===== src/rtl/qte_pkg.sv =====
// Shared types, widths and constants for the quaternion to Euler angle converter.
// Depends on nothing; every other file imports it.
package qte_pkg;

    // Field widths of the input and result beats.
    localparam int QUAT_WIDTH  = 16;
    localparam int ANGLE_WIDTH = 16;

    // Inputs wider than 30 bits are floored down to 30 before the products.
    localparam int QSH    = (QUAT_WIDTH > 30) ? (QUAT_WIDTH - 30) : 0;
    localparam int QIN_W  = QUAT_WIDTH - QSH;
    localparam int PROD_W = 2 * QIN_W;
    localparam int SUM_W  = PROD_W + 3;
    localparam int FRAC2  = 2 * (QIN_W - 2);

    // Arcsine argument in Q30 and its scaling from the product format.
    localparam int T_W     = 32;
    localparam int T_SH_UP = (FRAC2 < 30) ? (30 - FRAC2) : 0;
    localparam int T_SH_DN = (FRAC2 >= 30) ? (FRAC2 - 30) : 0;
    localparam int WIDE_W  = 64;

    // Square root of 1 - t^2 in Q30.
    localparam int SQ_W        = 62;
    localparam int SQRT_STEPS  = 31;
    localparam int ROOT_W      = 31;

    // Arctangent unit: operand width, normalized magnitude, CORDIC widths.
    localparam int OP_W         = 64;
    localparam int POS_W        = $clog2(OP_W);
    localparam int NORM_MSB     = 39;
    localparam int CW           = 43;
    localparam int ZW           = 34;
    localparam int CORDIC_STEPS = 30;
    localparam int ATAN_LAT     = CORDIC_STEPS + 3;

    // Queue between the front and the back.
    localparam int QUEUE_DEPTH = 8;
    localparam int QPTR_W      = $clog2(QUEUE_DEPTH);
    localparam int QCNT_W      = $clog2(QUEUE_DEPTH + 1);

    // atan(2^-i) in units where pi is 2^31.
    localparam logic [31:0] ATAN_TABLE [CORDIC_STEPS] = '{
        32'h20000000, 32'h12E4051E, 32'h09FB385B, 32'h051111D4, 32'h028B0D43,
        32'h0145D7E1, 32'h00A2F61E, 32'h00517C55, 32'h0028BE53, 32'h00145F2F,
        32'h000A2F98, 32'h000517CC, 32'h00028BE6, 32'h000145F3, 32'h0000A2FA,
        32'h0000517D, 32'h000028BE, 32'h0000145F, 32'h00000A30, 32'h00000518,
        32'h0000028C, 32'h00000146, 32'h000000A3, 32'h00000051, 32'h00000029,
        32'h00000014, 32'h0000000A, 32'h00000005, 32'h00000003, 32'h00000001
    };

    typedef struct packed {
        logic signed [QUAT_WIDTH-1:0] quat_w;
        logic signed [QUAT_WIDTH-1:0] quat_x;
        logic signed [QUAT_WIDTH-1:0] quat_y;
        logic signed [QUAT_WIDTH-1:0] quat_z;
    } quat_in_t;

    typedef struct packed {
        logic signed [ANGLE_WIDTH-1:0] roll_angle;
        logic signed [ANGLE_WIDTH-1:0] pitch_angle;
        logic signed [ANGLE_WIDTH-1:0] yaw_angle;
        logic                          pitch_clamped;
    } euler_out_t;

    // Operands that ride along with the square root.
    typedef struct packed {
        logic signed [SUM_W-1:0] roll_y;
        logic signed [SUM_W-1:0] roll_x;
        logic signed [SUM_W-1:0] yaw_y;
        logic signed [SUM_W-1:0] yaw_x;
        logic signed [T_W-1:0]   t;
        logic                    clamp;
    } qte_side_t;

    // One queue entry: side operands plus the square root radicand.
    typedef struct packed {
        qte_side_t       side;
        logic [SQ_W-1:0] rad;
    } qte_item_t;

    // Occupancy of the front pipeline stages.
    typedef struct packed {
        logic s1;
        logic s2;
        logic s3;
    } qte_front_status_t;

endpackage


===== src/rtl/qte_queue.sv =====
// Short queue between the front and the back, with a registered read port.
// The back drains one beat every cycle while the queue is not empty. Depends on qte_pkg.
module qte_queue
    import qte_pkg::*;
(
    input  logic              clk,
    input  logic              rst_n,
    input  logic              push,
    input  qte_item_t         wr_item,
    output logic [QCNT_W-1:0] count,
    output logic              rd_valid,
    output qte_item_t         rd_item
);

    qte_item_t         mem [QUEUE_DEPTH];
    logic [QPTR_W-1:0] wr_ptr_reg, rd_ptr_reg;
    logic [QCNT_W-1:0] count_reg;
    logic              rd_valid_reg;
    qte_item_t         rd_item_reg;
    logic              pop;

    assign pop = (count_reg != '0);

    // Pointers, fill count and read strobe.
    always_ff @(posedge clk or negedge rst_n)
    begin
        if (!rst_n)
        begin
            wr_ptr_reg   <= '0;
            rd_ptr_reg   <= '0;
            count_reg    <= '0;
            rd_valid_reg <= 1'b0;
        end
        else
        begin
            if (push)
            begin
                wr_ptr_reg <= wr_ptr_reg + QPTR_W'(1);
            end
            if (pop)
            begin
                rd_ptr_reg <= rd_ptr_reg + QPTR_W'(1);
            end
            count_reg    <= count_reg + QCNT_W'(push) - QCNT_W'(pop);
            rd_valid_reg <= pop;
        end
    end

    // Storage and registered read.
    always_ff @(posedge clk)
    begin
        if (push)
        begin
            mem[wr_ptr_reg] <= wr_item;
        end
        rd_item_reg <= mem[rd_ptr_reg];
    end

    assign count    = count_reg;
    assign rd_valid = rd_valid_reg;
    assign rd_item  = rd_item_reg;

endmodule


===== config.mk =====
export PLATFORM = sky130hd
export DESIGN_NAME = qte_queue
export DESIGN_NICKNAME = d
export VERILOG_FILES = /design/src/rtl/qte_pkg.sv /design/src/rtl/qte_queue.sv
export SDC_FILE = /design/constraint.sdc
export NUM_CORES = 2
export LEC_CHECK = 0
export BUFFER_PORTS_ARGS = -buffer_cell sky130_fd_sc_hd__buf_4
export CORE_ASPECT_RATIO = 0.8
export CORE_UTILIZATION = 35
export CTS_BUF_LIST = sky130_fd_sc_hd__clkbuf_16
export DETAILED_ROUTE_END_ITERATION = 8
export SLEW_MARGIN = 40
export SYNTH_ARGS = -nofsm -noshare
export SYNTH_HDL_FRONTEND = slang
export SYNTH_SLANG_ARGS = --single-unit

===== constraint.sdc =====
create_clock -name clk -period 39.4 [get_ports clk]
set_input_delay 3.94 -clock clk [delete_from_list [all_inputs] [get_ports clk]]
set_output_delay 3.94 -clock clk [all_outputs]
set_load 0.01 [all_outputs]

Word-level counts from Yosys, hierarchy flattened:

Memories as Yosys holds them, arrays and structs flattened. A register that Yosys moved wholly into a read port is not among the register bits.
Index checks and enable logic that the tools add are counted.

* register bits after elaboration: 11
* bits in writable memories: 1880
* bits of input ports: 238
* output and inout port bits: 240
* word-level logic and storage cells: 12
* memories kept: 1

Memories
* mem: words 8, width 235, rd ports 1, clocked after memory_dff 1, write ports 1, line qte_queue.sv:15 `qte_item_t mem [QUEUE_DEPTH];`

* add/subtract/negate cells: 4
* muxes and demuxes: 2
* reductions and logical operators: 1

Operators by type and width (number)
* 3-bit by 1-bit adder with 3-bit output (second input constant): 2
* 4-bit by 1-bit adder with 4-bit output: 1
* 4-bit nonzero test: 1
* 4-bit by 1-bit subtractor with 4-bit output: 1
* 1-bit 2-to-1 mux: 2

Longest topological paths before layout:

* depth after elaboration: 2
* mapped depth: 10
* gate-level depth less buffers: 9

Worst setup path before layout:

No wires, ideal clock.

* path type: input to register
* start point: input push
* end point: memory mem[0][0] in the netlist's numbering (enable)
* setup time: 1.118 ns
* arrival time: 19.845 ns
* required time: 38.282 ns
* setup slack: 18.437 ns
* stages on the path: 2
* path buffers: 0
* cell sequence: nand2b_1 > nor3_1

* word-level cells in the longest chain between the ends: 2

Ends and longest elaborated chain
* start: declaration: line qte_queue.sv:8 `input logic push,`
* 1-bit 2-to-1 mux: line qte_queue.sv:52 `if (push)`
* 1-bit 2-to-1 mux (implied by the code): line qte_queue.sv:54 `mem[wr_ptr_reg] <= wr_item;`
* end: declaration: line qte_queue.sv:15

Every way passes these cells.

Worst setup path in the final report:

* start point: input push
* end point: memory mem[0][122] in the netlist's numbering (enable)

Same word-level chain as after synthesis.

==> flow_summary.json <==
{
  "grt_pass1_vias": 33724,
  "synth_simple_gate_area_share": 0.000992,
  "hpwl_microns": 92900,
  "critical_path.n_buffers_inverters": 5,
  "maxSlewViolCount": 0,
  "power.share.sequential": 0.456,
  "post_drt_via_cell_ratio": 4.88,
  "critical_path.max_fanout": 50,
  "clock.fmax_mhz": 145,
  "clock_sinks": 2126,
  "number_of_buffers_inserted_by_post_cts_setup_repair": 0,
  "switchingPower_mw": 1.86,
  "type_of_element_launching_the_critical_path": "primary input",
  "drive_above_1_share": 0.406,
  "route.vias.total": 32470,
  "total_negative_slack_for_setup_checks_ns": 0,
  "unrepaired_setup_endpoints_after_global_routing": "false",
  "dr.pass1.iters": 5,
  "overflow": 0,
  "synthesis.instances": 3005,
  "crit_chain": "buf_4 -> nand2b_1 -> nor3_2 -> buf_4 -> buf_6 -> buf_4 -> buf_4",
  "detail_route.drc_violations": 0,
  "number_of_warnings_issued_by_yosys": 0,
  "number_of_nets_with_antenna_violations_after_detailed_routing": 0,
  "synth.lib_cells_used.distinct": 21,
  "place.detailed.instances": 6263,
  "synth-seq-area-share": 0.812,
  "yosys_register_bits": 2126,
  "p_clk_frac": 0.279,
  "clock_tree.root_cell": "sky130_fd_sc_hd__clkbuf_16",
  "synth_nets": 3251,
  "setup_viol_count_final": 0,
  "number_of_antenna_violations_at_the_first_check_in_global_routing": 42,
  "met2RoutedLength_microns": 75600,
  "synth_area_sq_um": 75700,
  "comb_power_share": 0.265,
  "power_per_cell_area_nw_per_um2": 74.7,
  "clock-skew-final_ns": 0.0461,
  "largest_voltage_drop_on_the_vdd_net_mv": 0.0453,
  "layout_common_cells": "sky130_fd_sc_hd__edfxtp_1, sky130_fd_sc_hd__buf_4, sky130_fd_sc_hd__mux4_2",
  "grt_start_max_net_pins": 98,
  "cts.repair.resized": 0,
  "critical_path.most_common_cell": "sky130_fd_sc_hd__buf_4",
  "fp.dieArea_sq_um": 218000,
  "layout.filler_cells": 18366,
  "drt_first_iter_violations": 2595,
  "synthAdderAreaFrac": 0.00142,
  "mostFrequentLayoutCell": "sky130_fd_sc_hd__edfxtp_1",
  "row_count": 152,
  "worstHoldPathType": "reg2reg",
  "postLayoutSetupSlackWorst_ns": 32.52,
  "switching_share": 0.279,
  "p_leak_nw": 29.3,
  "cts_hold_buffers": 0,
  "dieWidth_microns": 522,
  "timing_worst_setup_path_type": "in2reg",
  "cts_max_level": 4,
  "worst_path_dominant_cell_family": "buffers and inverters",
  "post-route-util": 0.417,
  "initial_core_util": 0.352,
  "post_dp_cell_area_sq_um": 82900,
  "crit_slowest_cell": "sky130_fd_sc_hd__buf_4",
  "timing.critical_path.required_ns": 39.81,
  "groute.usage.overall": 0.148,
  "cts_tree": "done",
  "largest_register_ffs": 1880,
  "drv_cap": 0,
  "num_cts_buffers": 200,
  "avgRoutedWirePerCell_microns": 24.4,
  "die_height_microns": 418,
  "portBuffers": 477,
  "fin_crit_ns": 6.88,
  "routed_length_on_met3_microns": 11900,
  "hold_ws_ns": 0.572,
  "ios": 478,
  "syn_avg_cell_area_sq_um": 25.2,
  "syn2layout_area_growth_pct": 18.3,
  "timing_worst_slew_pin_value_ns": 0.814,
  "clock_slew_at_reported_path_ffs_ns": 0.06,
  "min_period_over_period": 0.175,
  "finalHoldViolations": 0,
  "worst_ep_arrival_time_ns": 7.29,
  "synth_compound_gate_area_share": 0.000165,
  "p_int_mw": 4.82,
  "fin_cells": 6653,
  "gp_congestion": 0.701,
  "status": "finished, final reports clean",
  "layout.nets": 3869,
  "overall_power_consumption_mw": 6.68,
  "slew_headroom": 0.457,
  "pre_cts_ws_ns": 31.57,
  "top_layer": "met5",
  "global_route_wire_length_before_repair_microns": 236000,
  "clock_tree.buffer_depth": 3,
  "insertion_delay_ns": 0.82,
  "coreArea_sq_um": 215000,
  "post_synth_mux_area_share": 0.175,
  "combinational_family_with_the_most_area_after_synthesis": "multiplexers",
  "finish.instance_area_sq_um": 89500,
  "worst_path_largest_cell_delay_ns": 0.72,
  "timing.critical_path.to_type": "flop",
  "routed_wirelength_microns": 162000,
  "drt-met1-wl_microns": 71100,
  "post_synthesis_share_of_cell_area_spent_on_xor_and_xnor_gates": 0.000694
}
==> cells by family (layout without fill, tap and decap cells) <==
logic type               Yosys count  in the layout
adder cells (fa/ha/maj)            8              8
XOR/XNOR                           6              6
multiplexers                     707            707
AND/OR/NAND/NOR                   16             16
AO/OA/AOI/OAI                      2              2
flip-flops                      2126           2126
other                              0              6
buffers and inverters            140            933
==> per-layer routing <==
layer	up-vias	track usage
met5	-	0
met4	68	0.0355
met3	274	0.0488
met2	819	0.227
met1	17342	0.203
li1	13967	-
==> power groups by stage <==
stage	Sequential, mW	Clock, mW	Combinational (mW)
3_5_place_dp	3.11	0	1.79
6_report	3.05	1.86	1.77
2_1_floorplan	3.21	0	1.11
3_3_place_gp	3.11	0	1.76
4_1_cts	3.07	1.91	1.80
5_1_grt	3.08	2.00	1.90
==> synth_stat cells <==
master | instances | share of area
sky130_fd_sc_hd__nand2b_1 | 3 | 0.00025
sky130_fd_sc_hd__or3b_2 | 1 | 0.00012
sky130_fd_sc_hd__buf_1 | 19 | 0.00094
sky130_fd_sc_hd__buf_2 | 36 | 0.0024
sky130_fd_sc_hd__buf_6 | 22 | 0.0033
sky130_fd_sc_hd__dfrtp_1 | 11 | 0.0036
sky130_fd_sc_hd__a21oi_1 | 1 | 0.000066
sky130_fd_sc_hd__dfxtp_1 | 235 | 0.062
sky130_fd_sc_hd__xor2_1 | 3 | 0.00035
sky130_fd_sc_hd__fa_1 | 1 | 0.00026
sky130_fd_sc_hd__clkbuf_1 | 55 | 0.0027
sky130_fd_sc_hd__nand2_1 | 4 | 0.00020
sky130_fd_sc_hd__nor2_1 | 6 | 0.00030
sky130_fd_sc_hd__a21o_1 | 1 | 0.000099
sky130_fd_sc_hd__mux2_2 | 237 | 0.035
sky130_fd_sc_hd__mux4_2 | 470 | 0.14
sky130_fd_sc_hd__inv_1 | 8 | 0.00040
sky130_fd_sc_hd__edfxtp_1 | 1880 | 0.75
sky130_fd_sc_hd__nor3_1 | 2 | 0.00013
sky130_fd_sc_hd__ha_1 | 7 | 0.0012
sky130_fd_sc_hd__xnor2_1 | 3 | 0.00035
==> final cells by class <==
| type | instances | area [sq um] | area share |
|---|---|---|---|
| Multi-Input combinational cell | 739 | 13600 | 0.151 |
| Inverter | 8 | 30.0 | 0.000336 |
| Tap cell | 2849 | 3560 | 0.0398 |
| Antenna cell | 6 | 15.0 | 0.000168 |
| Timing Repair Buffer | 548 | 4500 | 0.0503 |
| Sequential cell | 2126 | 61400 | 0.687 |
| Clock buffer | 204 | 5100 | 0.0570 |
| Clock inverter | 173 | 1280 | 0.0143 |
==> worst paths after layout <==
check	startpoint	to	slack, ns	cells past startpoint
min in group asynchronous	rst_n	rd_valid	2.95	1
min	wr_ptr_reg[1]	wr_ptr_reg[1]	0.57	1
max	push	mem[0][122]	32.52	7
max reg2reg	rd_ptr_reg[0]	rd_item[121]	34.74	8
min reg2reg	wr_ptr_reg[1]	wr_ptr_reg[1]	0.57	1
max in group asynchronous	rst_n	rd_ptr_reg[2]	36.28	1
Note: power is estimated with default switching activity, not from simulation.
